`config.mk`:
```
export PLATFORM = sky130hd
export DESIGN_NAME = fm_test_signal_generator
export DESIGN_NICKNAME = d
export VERILOG_FILES = /design/src/hdl/fmtsg_pkg.sv /design/src/hdl/fmtsg_cfg.sv /design/src/hdl/fmtsg_mul.sv /design/src/hdl/fm_test_signal_generator.sv
export SDC_FILE = /design/constraint.sdc
export NUM_CORES = 2
export LEC_CHECK = 0
export ABC_AREA = 1
export BUFFER_PORTS_ARGS = -buffer_cell sky130_fd_sc_hd__buf_2
export CORE_MARGIN = 4
export CORE_UTILIZATION = 31
export CTS_CLUSTER_SIZE = 8
export DETAILED_ROUTE_END_ITERATION = 10
export GPL_TIMING_DRIVEN = 1
export PLACE_DENSITY = 0.49
export SYNTH_ARGS = -nofsm -noshare
export SYNTH_HDL_FRONTEND = slang
export SYNTH_HIERARCHICAL = 1
export SYNTH_SLANG_ARGS = --single-unit
export TNS_END_PERCENT = 50
```
`constraint.sdc`:
```
create_clock -name clk_i -period 24.5 [get_ports clk_i]
set_clock_uncertainty 0.1 [all_clocks]
set_input_delay 4.9 -clock clk_i [delete_from_list [all_inputs] [get_ports clk_i]]
set_output_delay 4.9 -clock clk_i [all_outputs]
set_load 0.02 [all_outputs]
```
`src/hdl/fmtsg_pkg.sv`:
```
// ----------------------------------------------------------------------------
// fmtsg_pkg: shared types and constants of the FM test-signal generator
// Holds the sequencer states, the configuration record, register indexes and
// the fixed constants of the sine polynomial and the noise generator.
// ----------------------------------------------------------------------------
package fmtsg_pkg;

  // Width of the shared multiplier operands.
  localparam int unsigned MUL_W = 32;

  // Configuration register indexes.
  typedef enum logic [1:0] {
    REG_TONE_STEP      = 2'd0,
    REG_DEVIATION_STEP = 2'd1,
    REG_NOISE_GAIN     = 2'd2,
    REG_SAMPLE_COUNT   = 2'd3
  } reg_idx_e;

  typedef struct packed {
    logic [31:0] tone_step;
    logic [31:0] deviation_step;
    logic [15:0] noise_gain;
    logic [31:0] sample_count;
  } cfg_t;

  // Sequencer states.
  typedef enum logic [3:0] {
    ST_IDLE,
    ST_LOAD,
    ST_SQ,
    ST_X2C,
    ST_T1,
    ST_T2,
    ST_FIN,
    ST_DEV,
    ST_CAR,
    ST_LCG1,
    ST_LCG2,
    ST_NMUL,
    ST_NSUM,
    ST_RND,
    ST_DONE
  } state_e;

  // Which sine evaluation is in flight.
  typedef enum logic [1:0] {
    SEL_AUDIO,
    SEL_COS,
    SEL_SIN
  } sine_sel_e;

  // Quarter-wave sine polynomial coefficients, Q30.
  localparam logic [31:0] SIN_A = 32'd1686629713;
  localparam logic [31:0] SIN_B = 32'd691029450;
  localparam logic [31:0] SIN_C = 32'd78141561;
  localparam logic [30:0] Q30_ONE = 31'h4000_0000;
  localparam logic [63:0] HALF_Q30 = 64'h0000_0000_2000_0000;

  // Linear congruential noise generator.
  localparam logic [31:0] NOISE_SEED = 32'h0123_4567;
  localparam logic [31:0] LCG_MUL = 32'd1664525;
  localparam logic [31:0] LCG_ADD = 32'd1013904223;

endpackage

```
`src/hdl/fmtsg_cfg.sv`:
```
// ----------------------------------------------------------------------------
// fmtsg_cfg: configuration registers
// Decodes the write port and holds the four run settings.
// ----------------------------------------------------------------------------
module fmtsg_cfg (
  input  logic                clk_i,
  input  logic                rst_ni,
  input  logic                cfg_we_i,
  input  logic [1:0]          cfg_index_i,
  input  logic [31:0]         cfg_wdata_i,
  output fmtsg_pkg::cfg_t     cfg_o
);

  fmtsg_pkg::cfg_t cfg_q;
  fmtsg_pkg::cfg_t cfg_d;

  always_comb begin
    cfg_d = cfg_q;
    if (cfg_we_i) begin
      case (cfg_index_i)
        fmtsg_pkg::REG_TONE_STEP:      cfg_d.tone_step = cfg_wdata_i;
        fmtsg_pkg::REG_DEVIATION_STEP: cfg_d.deviation_step = cfg_wdata_i;
        fmtsg_pkg::REG_NOISE_GAIN:     cfg_d.noise_gain = cfg_wdata_i[15:0];
        fmtsg_pkg::REG_SAMPLE_COUNT:   cfg_d.sample_count = cfg_wdata_i;
        default: ;
      endcase
    end
  end

  always_ff @(posedge clk_i or negedge rst_ni) begin
    if (!rst_ni) begin
      cfg_q <= '0;
    end else begin
      cfg_q <= cfg_d;
    end
  end

  assign cfg_o = cfg_q;

endmodule

```
`src/hdl/fmtsg_mul.sv`:
```
// ----------------------------------------------------------------------------
// fmtsg_mul: shared multiplier
// Unsigned 32 x 32 multiply with the full product registered.
// ----------------------------------------------------------------------------
module fmtsg_mul (
  input  logic                              clk_i,
  input  logic [fmtsg_pkg::MUL_W-1:0]       a_i,
  input  logic [fmtsg_pkg::MUL_W-1:0]       b_i,
  output logic [2*fmtsg_pkg::MUL_W-1:0]     p_o
);

  logic [2*fmtsg_pkg::MUL_W-1:0] p_q;

  always_ff @(posedge clk_i) begin
    p_q <= (2*fmtsg_pkg::MUL_W)'(a_i) * (2*fmtsg_pkg::MUL_W)'(b_i);
  end

  assign p_o = p_q;

endmodule

```
`src/hdl/fm_test_signal_generator.sv`:
```
// ----------------------------------------------------------------------------
// fm_test_signal_generator: FM carrier I/Q test source with additive noise
// Each input item (restart flag) yields at most one I/Q sample of a DDS FM
// carrier plus pseudo-random noise.
//
// Usage: write tone_step, deviation_step, noise_gain and sample_count through
// the configuration port while the block is idle, then send items on the
// in_valid_i/in_ready_o channel. An item with restart_i set clears both phase
// accumulators and the sample counter and reseeds the noise generator first.
// Once sample_count samples have been produced, items are taken but give no
// result until a restart. The final sample of a run carries last_o.
// Busy period: a producing item keeps the block busy after acceptance, so the
// next item is not taken until that sample is done; the sample is loaded
// into the output register at the edge where in_ready_o rises again. An item
// that gives no sample is taken without leaving idle. The busy period comes
// from the single registered multiplier, which performs every sine
// polynomial term, the deviation product and the noise steps in turn.
// A sample waits in the output register while out_ready_i is low; a new item
// is accepted meanwhile, and its result is held back until the slot is free.
// Reset clears the control registers and out_valid, both phases and the counter, and reseeds noise.
// ----------------------------------------------------------------------------
module fm_test_signal_generator #(
  parameter int unsigned PHASE_BITS      = 32,
  parameter int unsigned TABLE_ADDR_BITS = 10,
  parameter int unsigned OUT_BITS        = 16
) (
  input  logic                       clk_i,
  input  logic                       rst_ni,
  input  logic                       cfg_we_i,
  input  logic [1:0]                 cfg_index_i,
  input  logic [31:0]                cfg_wdata_i,
  input  logic                       in_valid_i,
  output logic                       in_ready_o,
  input  logic                       restart_i,
  output logic                       out_valid_o,
  input  logic                       out_ready_i,
  output logic signed [OUT_BITS-1:0] i_sample_o,
  output logic signed [OUT_BITS-1:0] q_sample_o,
  output logic                       last_o
);

  localparam int unsigned QA = TABLE_ADDR_BITS - 2;
  localparam int unsigned SH = 32 - OUT_BITS;
  localparam int unsigned RW = 36;
  localparam logic [TABLE_ADDR_BITS-1:0] QUARTER = TABLE_ADDR_BITS'(1) << QA;
  localparam logic signed [RW-1:0] RND_HALF = RW'(1 << (SH - 1));
  localparam logic signed [RW-1:0] SAT_HI = RW'((1 << (OUT_BITS - 1)) - 1);
  localparam logic signed [RW-1:0] SAT_LO = RW'(-(1 << (OUT_BITS - 1)));

  fmtsg_pkg::cfg_t cfg;

  fmtsg_cfg u_cfg (
    .clk_i       (clk_i),
    .rst_ni      (rst_ni),
    .cfg_we_i    (cfg_we_i),
    .cfg_index_i (cfg_index_i),
    .cfg_wdata_i (cfg_wdata_i),
    .cfg_o       (cfg)
  );

  logic [31:0] mul_a;
  logic [31:0] mul_b;
  logic [63:0] p_q;

  fmtsg_mul u_mul (
    .clk_i (clk_i),
    .a_i   (mul_a),
    .b_i   (mul_b),
    .p_o   (p_q)
  );

  fmtsg_pkg::state_e state_q, state_d;
  fmtsg_pkg::sine_sel_e sel_q, sel_d;
  logic nq_q, nq_d;

  logic [PHASE_BITS-1:0] audio_phase_q, audio_phase_d;
  logic [PHASE_BITS-1:0] carrier_phase_q, carrier_phase_d;
  logic [31:0] noise_state_q, noise_state_d;
  logic [31:0] sample_index_q, sample_index_d;

  logic [30:0] x_q, x_d;
  logic [30:0] x2_q, x2_d;
  logic neg_q, neg_d;
  logic [30:0] amag_q, amag_d;
  logic aneg_q, aneg_d;
  logic signed [31:0] cos_q, cos_d;
  logic signed [31:0] sin_q, sin_d;
  logic signed [RW-1:0] sum_q, sum_d;
  logic [OUT_BITS-1:0] res_i_q, res_i_d;

  logic out_valid_q, out_valid_d;
  logic [OUT_BITS-1:0] out_i_q, out_i_d;
  logic [OUT_BITS-1:0] out_q_q, out_q_d;
  logic out_last_q, out_last_d;

  logic [31:0] eff_index;
  logic run_ok;
  logic out_free;
  logic [TABLE_ADDR_BITS-1:0] audio_addr;
  logic [TABLE_ADDR_BITS-1:0] car_addr;
  logic [TABLE_ADDR_BITS-1:0] ld_addr;
  logic [30:0] x_raw;
  logic [30:0] x_ld;
  logic [30:0] fin_v;
  logic signed [31:0] fin_s;
  logic [63:0] car_round;
  logic [PHASE_BITS-1:0] car_inc;
  logic signed [RW-1:0] rnd;
  logic [OUT_BITS-1:0] sat;

  // Address, sine and rounding helpers shared by several states.
  always_comb begin
    eff_index = restart_i ? 32'd0 : sample_index_q;
    run_ok = eff_index < cfg.sample_count;
    out_free = !out_valid_q || out_ready_i;

    audio_addr = audio_phase_q[PHASE_BITS-1 -: TABLE_ADDR_BITS];
    car_addr = carrier_phase_q[PHASE_BITS-1 -: TABLE_ADDR_BITS];
    case (sel_q)
      fmtsg_pkg::SEL_AUDIO: ld_addr = audio_addr;
      fmtsg_pkg::SEL_COS:   ld_addr = car_addr + QUARTER;
      fmtsg_pkg::SEL_SIN:   ld_addr = car_addr;
      default:              ld_addr = audio_addr;
    endcase
    // Odd quadrants run the quarter wave mirrored.
    x_raw = 31'(ld_addr[QA-1:0]) << (30 - QA);
    x_ld = ld_addr[QA] ? (fmtsg_pkg::Q30_ONE - x_raw) : x_raw;

    fin_v = p_q[60:30];
    fin_s = neg_q ? -$signed({1'b0, fin_v}) : $signed({1'b0, fin_v});

    car_round = p_q + fmtsg_pkg::HALF_Q30;
    car_inc = PHASE_BITS'(car_round[62:30]);

    rnd = (sum_q + RND_HALF) >>> SH;
    if (rnd > SAT_HI) begin
      sat = SAT_HI[OUT_BITS-1:0];
    end else if (rnd < SAT_LO) begin
      sat = SAT_LO[OUT_BITS-1:0];
    end else begin
      sat = rnd[OUT_BITS-1:0];
    end
  end

  // Next state.
  always_comb begin
    state_d = state_q;
    case (state_q)
      fmtsg_pkg::ST_IDLE: begin
        if (in_valid_i && run_ok) state_d = fmtsg_pkg::ST_LOAD;
      end
      fmtsg_pkg::ST_LOAD: state_d = fmtsg_pkg::ST_SQ;
      fmtsg_pkg::ST_SQ:   state_d = fmtsg_pkg::ST_X2C;
      fmtsg_pkg::ST_X2C:  state_d = fmtsg_pkg::ST_T1;
      fmtsg_pkg::ST_T1:   state_d = fmtsg_pkg::ST_T2;
      fmtsg_pkg::ST_T2:   state_d = fmtsg_pkg::ST_FIN;
      fmtsg_pkg::ST_FIN: begin
        case (sel_q)
          fmtsg_pkg::SEL_AUDIO: state_d = fmtsg_pkg::ST_DEV;
          fmtsg_pkg::SEL_COS:   state_d = fmtsg_pkg::ST_LOAD;
          default:              state_d = fmtsg_pkg::ST_LCG1;
        endcase
      end
      fmtsg_pkg::ST_DEV:  state_d = fmtsg_pkg::ST_CAR;
      fmtsg_pkg::ST_CAR:  state_d = fmtsg_pkg::ST_LOAD;
      fmtsg_pkg::ST_LCG1: state_d = fmtsg_pkg::ST_LCG2;
      fmtsg_pkg::ST_LCG2: state_d = fmtsg_pkg::ST_NMUL;
      fmtsg_pkg::ST_NMUL: state_d = fmtsg_pkg::ST_NSUM;
      fmtsg_pkg::ST_NSUM: state_d = fmtsg_pkg::ST_RND;
      fmtsg_pkg::ST_RND:  state_d = nq_q ? fmtsg_pkg::ST_DONE : fmtsg_pkg::ST_LCG1;
      fmtsg_pkg::ST_DONE: begin
        if (out_free) state_d = fmtsg_pkg::ST_IDLE;
      end
      default: state_d = fmtsg_pkg::ST_IDLE;
    endcase
  end

  // Datapath controls, multiplier operands and register next values.
  always_comb begin
    in_ready_o = 1'b0;
    mul_a = 32'd0;
    mul_b = 32'd0;
    sel_d = sel_q;
    nq_d = nq_q;
    audio_phase_d = audio_phase_q;
    carrier_phase_d = carrier_phase_q;
    noise_state_d = noise_state_q;
    sample_index_d = sample_index_q;
    x_d = x_q;
    x2_d = x2_q;
    neg_d = neg_q;
    amag_d = amag_q;
    aneg_d = aneg_q;
    cos_d = cos_q;
    sin_d = sin_q;
    sum_d = sum_q;
    res_i_d = res_i_q;
    out_valid_d = out_valid_q && !out_ready_i;
    out_i_d = out_i_q;
    out_q_d = out_q_q;
    out_last_d = out_last_q;

    case (state_q)
      fmtsg_pkg::ST_IDLE: begin
        in_ready_o = 1'b1;
        sel_d = fmtsg_pkg::SEL_AUDIO;
        nq_d = 1'b0;
        if (in_valid_i && restart_i) begin
          audio_phase_d = '0;
          carrier_phase_d = '0;
          sample_index_d = 32'd0;
          noise_state_d = fmtsg_pkg::NOISE_SEED;
        end
      end
      fmtsg_pkg::ST_LOAD: begin
        x_d = x_ld;
        neg_d = ld_addr[TABLE_ADDR_BITS-1];
        if (sel_q == fmtsg_pkg::SEL_AUDIO) begin
          audio_phase_d = audio_phase_q + PHASE_BITS'(cfg.tone_step);
        end
      end
      fmtsg_pkg::ST_SQ: begin
        mul_a = {1'b0, x_q};
        mul_b = {1'b0, x_q};
      end
      fmtsg_pkg::ST_X2C: begin
        x2_d = p_q[60:30];
        mul_a = {1'b0, p_q[60:30]};
        mul_b = fmtsg_pkg::SIN_C;
      end
      fmtsg_pkg::ST_T1: begin
        mul_a = {1'b0, x2_q};
        mul_b = fmtsg_pkg::SIN_B - p_q[61:30];
      end
      fmtsg_pkg::ST_T2: begin
        mul_a = {1'b0, x_q};
        mul_b = fmtsg_pkg::SIN_A - p_q[61:30];
      end
      fmtsg_pkg::ST_FIN: begin
        case (sel_q)
          fmtsg_pkg::SEL_AUDIO: begin
            amag_d = fin_v;
            aneg_d = neg_q;
          end
          fmtsg_pkg::SEL_COS: begin
            cos_d = fin_s;
            sel_d = fmtsg_pkg::SEL_SIN;
          end
          default: sin_d = fin_s;
        endcase
      end
      fmtsg_pkg::ST_DEV: begin
        mul_a = {1'b0, amag_q};
        mul_b = cfg.deviation_step;
      end
      fmtsg_pkg::ST_CAR: begin
        carrier_phase_d = aneg_q ? (carrier_phase_q - car_inc) : (carrier_phase_q + car_inc);
        sel_d = fmtsg_pkg::SEL_COS;
      end
      fmtsg_pkg::ST_LCG1: begin
        mul_a = noise_state_q;
        mul_b = fmtsg_pkg::LCG_MUL;
      end
      fmtsg_pkg::ST_LCG2: begin
        noise_state_d = p_q[31:0] + fmtsg_pkg::LCG_ADD;
      end
      fmtsg_pkg::ST_NMUL: begin
        mul_a = {16'd0, noise_state_q[31:16]};
        mul_b = {16'd0, cfg.noise_gain};
      end
      fmtsg_pkg::ST_NSUM: begin
        // Centering the top half subtracts 32768 times the gain.
        sum_d = RW'(nq_q ? sin_q : cos_q) + RW'(p_q[31:0])
              - RW'({cfg.noise_gain, 15'd0});
      end
      fmtsg_pkg::ST_RND: begin
        res_i_d = nq_q ? res_i_q : sat;
        nq_d = 1'b1;
      end
      fmtsg_pkg::ST_DONE: begin
        if (out_free) begin
          out_valid_d = 1'b1;
          out_i_d = res_i_q;
          out_q_d = sat;
          out_last_d = (sample_index_q + 32'd1) == cfg.sample_count;
          sample_index_d = sample_index_q + 32'd1;
        end
      end
      default: ;
    endcase
  end

  always_ff @(posedge clk_i or negedge rst_ni) begin
    if (!rst_ni) begin
      state_q <= fmtsg_pkg::ST_IDLE;
      sel_q <= fmtsg_pkg::SEL_AUDIO;
      nq_q <= 1'b0;
      audio_phase_q <= '0;
      carrier_phase_q <= '0;
      noise_state_q <= fmtsg_pkg::NOISE_SEED;
      sample_index_q <= 32'd0;
      out_valid_q <= 1'b0;
    end else begin
      state_q <= state_d;
      sel_q <= sel_d;
      nq_q <= nq_d;
      audio_phase_q <= audio_phase_d;
      carrier_phase_q <= carrier_phase_d;
      noise_state_q <= noise_state_d;
      sample_index_q <= sample_index_d;
      out_valid_q <= out_valid_d;
    end
  end

  always_ff @(posedge clk_i) begin
    x_q <= x_d;
    x2_q <= x2_d;
    neg_q <= neg_d;
    amag_q <= amag_d;
    aneg_q <= aneg_d;
    cos_q <= cos_d;
    sin_q <= sin_d;
    sum_q <= sum_d;
    res_i_q <= res_i_d;
    out_i_q <= out_i_d;
    out_q_q <= out_q_d;
    out_last_q <= out_last_d;
  end

  assign out_valid_o = out_valid_q;
  assign i_sample_o = out_i_q;
  assign q_sample_o = out_q_q;
  assign last_o = out_last_q;

endmodule
```
; Word level (Yosys, flattened, before mapping)
; Index checks and enable logic that the tools add are counted.
[totals]
reg_bits = 554
latch_bits = 0
ram_bits = 0
romBits = 0
input_bits = 40
output_inout_bits = 35
wordCells = 132
memories = 0
[classes]
add_sub_neg = 14
multipliers = 1
n_div = 0
magnitude_cmp = 3
eq_ne = 25
shifts = 0
n_mux = 29
n_bitwise = 2
n_reduce_logical = 32
[ops]
columns = cell, count
row1 = case mux 32 bit (2 select lines), 4
row2 = 2-to-1 mux 32 bit, 7
row3 = case mux 32 bit (7 select lines), 1
row4 = case mux 32 bit (6 select lines), 1
row5 = adder 32 bit, 2
row6 = "adder 62 x 30 -> 62 bit, second input constant", 1
row7 = multiplier 32 x 32 -> 62 bit, 1
row8 = case mux 4 bit (15 select lines), 1
row9 = "adder 36 x 17 -> 36 bit, second input constant", 1
row10 = adder 36 x 32 -> 36 bit, 1
row11 = 2-to-1 mux 36 bit, 1
row12 = subtractor 36 x 31 -> 36 bit, 1
row13 = "adder 32 x 1 -> 32 bit, second input constant", 1
row14 = "adder 32 x 30 -> 32 bit, second input constant", 1
row15 = equality test 32 bit, 1
row16 = < comparator 32 bit, 1
row17 = 2-to-1 mux 16 bit, 2
row18 = negation 31 -> 32 bit, 1
row19 = "subtractor 30 x 32 -> 32 bit, first input constant", 1
row20 = "subtractor 31 x 32 -> 32 bit, first input constant", 1
row21 = subtractor 32 bit, 1
row22 = "subtractor 31 x 30 -> 31 bit, first input constant", 1
row23 = 2-to-1 mux 30 bit, 1
row24 = "equality test 4 bit, second input constant", 7
row25 = other kinds (28), 65

; Longest topological paths before layout
[depth]
ltp_word = 5
mapped_depth = 47
ltp_nobuf = 45

; Cells and area by module
; Netlist, hierarchy kept.
[modules_own_cells]
columns = module, instances, cells_each, area_each_um2, seq_area_each_um2
row1 = fmtsg_mul, 1, 5019, 37415.9, 1281.2
row2 = fm_test_signal_generator, 1, 3526, 26454.1, 9634.2
row3 = fmtsg_cfg, 1, 498, 4536.9, 2802.7

; Worst setup path before layout
; OpenSTA, ideal clock, no wires.
[synth_path]
path_kind = flip-flop to flip-flop
startpoint = register state_q[3]
endpoint = register u_mul.p_q, in the netlist u_mul/p_o[60]
setup_time_ns = 0.112
arrival_ns = 7.881
required_ns = 24.288
slack_ns = 16.406
path_stages_with_launch = 33
path_buffers = 2
synth_period_minus_slack_ns = 8.094
path_cell_list = dfrtp_1 nor2_1 inv_1 nor2_1 clkbuf_1 nand2_1 o2111ai_1 clkbuf_1 nand2_1 fa_1 inv_1 fa_1 inv_1 fa_1 inv_1 fa_1 fa_1 fa_1 fa_1 inv_1 fa_1 inv_1 ha_1 nand2_1 nand2_1 a21oi_1 nand2_1 nand2_1 nand2_1 a21oi_1 nand2_1 nand2_1 nand2_1
[synth_between]
elab_chain_len = 4
elab_cells_between_ends = 11
classes_between = mul (1) / eq/ne (7) / mux (2) / reduce/logical (1)
[synth_lines]
columns = item, line
row1 = start: declaration, fm_test_signal_generator.sv:72  ; fmtsg_pkg::state_e state_q, state_d;
row2 = start signal: assignment, fm_test_signal_generator.sv:295  ; state_q <= fmtsg_pkg::ST_IDLE;
row3 = start signal: assignment, fm_test_signal_generator.sv:304  ; state_q <= state_d;
row4 = equality test 4 x 3 -> 1 bit / equality test 4 x 2 -> 1 bit (equally long branches), fm_test_signal_generator.sv:203  ; case (state_q)
row5 = OR reduction 2 bit (no line), n/a
row6 = case mux 32 bit (6 select lines) (*), fm_test_signal_generator.sv:203
row7 = net mul_a[25], fm_test_signal_generator.sv:61  ; logic [31:0] mul_a;
row8 = multiplier 32 x 32 -> 62 bit (*), fmtsg_mul.sv:15  ; p_q <= (2*fmtsg_pkg::MUL_W)'(a_i) * (2*fmtsg_pkg::MUL_W)'(b_i);
row9 = end signal: assignment, fmtsg_mul.sv:15
row10 = end: declaration, fmtsg_mul.sv:12  ; logic [2*fmtsg_pkg::MUL_W-1:0] p_q;
; Mark *: on every way through the listed nets, which the timed path passes. The rest lies on a longest branch.
; A chain may end at the register's enable or synchronous reset.

; Final worst setup path
[layout_path]
startpoint = register u_mul.p_q, in the netlist u_mul/p_o[31]
endpoint = register u_mul.p_q, in the netlist u_mul/p_o[32]
[layout_between]
elab_chain_len = 3
elab_cells_between_ends = 5
classes_between = add/sub (2) / mul (1) / mux (2)
[layout_lines]
columns = item, line
row1 = subtractor 31 x 32 -> 32 bit / subtractor 30 x 32 -> 32 bit (equally long branches), "fm_test_signal_generator.sv:237, fm_test_signal_generator.sv:233"
row2 = case mux 32 bit (7 select lines) (*), fm_test_signal_generator.sv:203
row3 = net mul_b[23], fm_test_signal_generator.sv:62  ; logic [31:0] mul_b;
row4 = multiplier 32 x 32 -> 62 bit (*), fmtsg_mul.sv:15
; Marks and branches as above.

==> metrics.md <==
| Metric | Value |
|---|---|
| CP Data Arrival Time | `about 11,000 ps` |
| Residual DRC | `0` |
| Vias in the first global route | `59,500` |
| Max-cap violations | `0` |
| Worst setup slack after layout | `13,920 ps` |
| Kind of critical path | `reg -> reg` |
| Post-Route Setup TNS | `0 ps` |
| Num CTS Buffers | `76` |
| Core Rows | `171` |
| Filler cells | `23,300` |
| Die height | `477 um` |
| Syn_nets | `10,400` |
| Initial antenna violation count | `10` |
| Port Buf Inserts | `74` |
| Io pins | `75` |
| Sequential cell area | `13,700 sq um` |
| Final worst-path cycle share | `43.2%` |
| Fmax achieved | `94.5 MHz` |
| R2r worst-path depth | `36` |
| Reg clk slew, reported paths | `60 ps` |
| Via count | `58,500` |
| Worst r2r dst | `u_mul/p_o[32]$_DFF_P_` |
| GRT Overall Usage | `22.2%` |
| Post-CTS setup buffers | `0` |
| CP startpoint kind | `register` |
| Post-Syn Instances | `8,990` |
| Hold path cells | `0` |
| CP endpoint kind | `register` |
| Final WL | `255 mm` |
| Critical R2R Launch | `u_mul/p_o[31]$_DFF_P_` |
| Cell mode on critical path | `nand2_1` |
| Bufs on Longest Clock Path | `3` |
| Initial core utilization | `31.2%` |
| CTS tree | `built` |
| Die width | `between 400 and 500 um` |
| CTS root buffer | `clkbuf_16` |
| Final Wtd Congestion | `0.952` |
| Num Clock Sinks | `517` |
| Initial DRC Count | `5,094` |
| Die area | `approximately 230,000 sq um` |
| Warning count from the yosys run | `6` |
| Post-Place Worst Slack | `14,160 ps` |
| Worst Tran Pin Value | `1190 ps` |
| Slew headroom | `20.8%` |
| Antenna Violating Nets Remaining | `0` |
| Slowest-stage cell, CP | `dfxtp_1` |
| Commonest cells after routing, fill and taps aside | `nand2_1, inv_1, fa_1` |
| Layout net count | `10,300` |
| Vias/cell | `slightly below 5` |
| Slowest stage delay, CP | `around 900 ps` |
| Final setup fails | `0` |
| RSZ-0062 raised after global routing | `false` |
| Htree depth | `3` |
| Min-Delay Path Class | `reg -> reg` |
| Hold-fix buffers, CTS | `0` |
| Most common cell after layout, fill and taps aside | `nand2_1` |
| Clk_lat worst skew | `670 ps` |
| Wirelength per Cell | `about 22 um` |
| Syn avg cell area | `7.57 sq um` |
| Dpl hpwl | `between 150 and 200 mm` |
| Post-CTS Resized | `0` |
| Hold_sp | `res_i_q[12]$_DFFE_PP_` |
| Synthesized area | `68,100 sq um` |
| Crit path max fanout | `32` |
| Layout area overhead | `9.33%` |
| Final min period | `10,580 ps` |
| Initial DRT Pass Iterations | `6` |
| Final Max Tran Viols | `0` |
| Hold EP | `i_sample_o[12]$_DFFE_PP_` |
| Status | `finished clean` |
| Core area | `about 220,000 sq um` |
| Worst path required time | `24,870 ps` |
| Layout cell share with drive strength beyond 1 | `5.33%` |
| Largest net degree at the start of global routing | `125` |
| Grt ovf | `0` |
| Area of the multi-input gates | `45,400 sq um` |
| Reg2reg setup slack | `between 10,000 and 15,000 ps` |
| First-pass GRT wire length | `383 mm` |
| Final hold viol count | `0` |
## registers in the layout (all words and copies together) (netlist names), 2 cells and up
| signal | flops |
|---|---|
| u_mul/p_o | 62 |
| cos_q | 32 |
| sin_q | 32 |
| audio_phase_q | 32 |
| x2_q | 31 |
| sample_index_q | 32 |
| res_i_q | 16 |
| state_q | 4 |
| sel_q | 2 |
| noise_state_q | 32 |
| amag_q | 31 |
| i_sample_o | 16 |
| sum_q | 21 |
| q_sample_o | 16 |
| x_q | 9 |
| carrier_phase_q | 32 |
| u_cfg/cfg_o | 112 |
## critical path: cells and delay by family (launching register included)
| kind | cells | cell delay (ps) |
|---|---|---|
| adders and majority gates | 10 | 4820 |
| and+or+nand+nor | 12 | 1570 |
| buffers and inverters | 8 | 1160 |
| AOI/OAI and AO/OA | 5 | 940 |
| DFF | 1 | 900 |
| xor gates and xnor gates | 1 | 780 |
## area by class of cell
class / instances / area share, %
Antenna cell: 2 / 0.00673
Clock buffer: 120 / 2.87
Clock inverter: 7 / 0.153
Inverter: 2200 / 11.1
Multi-Input combinational cell: 5953 / 61.1
Sequential cell: 517 / 18.4
Tap cell: 2854 / 4.80
Timing Repair Buffer: 185 / 1.63
## per-stage QoR
step,util [%],instances,hold WS (ps),instance area (sq um)
floorplan,-,8990,300,68100
global placement,33.1,11700,302,72200
detailed placement,33.1,11700,305,72200
CTS,34.2,11800,312,74400
global route,34.2,11800,316,74400
finish,34.2,11800,310,74400
## worst max path at each step
stage | depth (start not counted) | to | slack [ps] | startpoint
after floorplan | 32 | u_mul/p_o[60]$_DFF_P_ | 16410 | state_q[3]$_DFFE_PN0P_
after global placement | 36 | u_mul/p_o[32]$_DFF_P_ | 14230 | u_mul/p_o[31]$_DFF_P_
after detailed placement | 36 | u_mul/p_o[32]$_DFF_P_ | 14160 | u_mul/p_o[31]$_DFF_P_
after CTS | 36 | u_mul/p_o[32]$_DFF_P_ | 14160 | u_mul/p_o[31]$_DFF_P_
after global routing | 40 | u_mul/p_o[32]$_DFF_P_ | 13610 | u_mul/p_o[31]$_DFF_P_
final | 36 | u_mul/p_o[32]$_DFF_P_ | 13920 | u_mul/p_o[31]$_DFF_P_
## routing by layer
layer  track usage [%]  vias up  wire [um]
met5                 0        -         13
met4              6.03        2       7870
met3              2.97      385      17800
met2              35.5     2123     114000
met1              31.5    29000     115000
li1                  -    26900          -
Power is left out: the tool's default activity adds up to more than one toggle a clock period on the data nets, which glitch-free logic cannot reach.
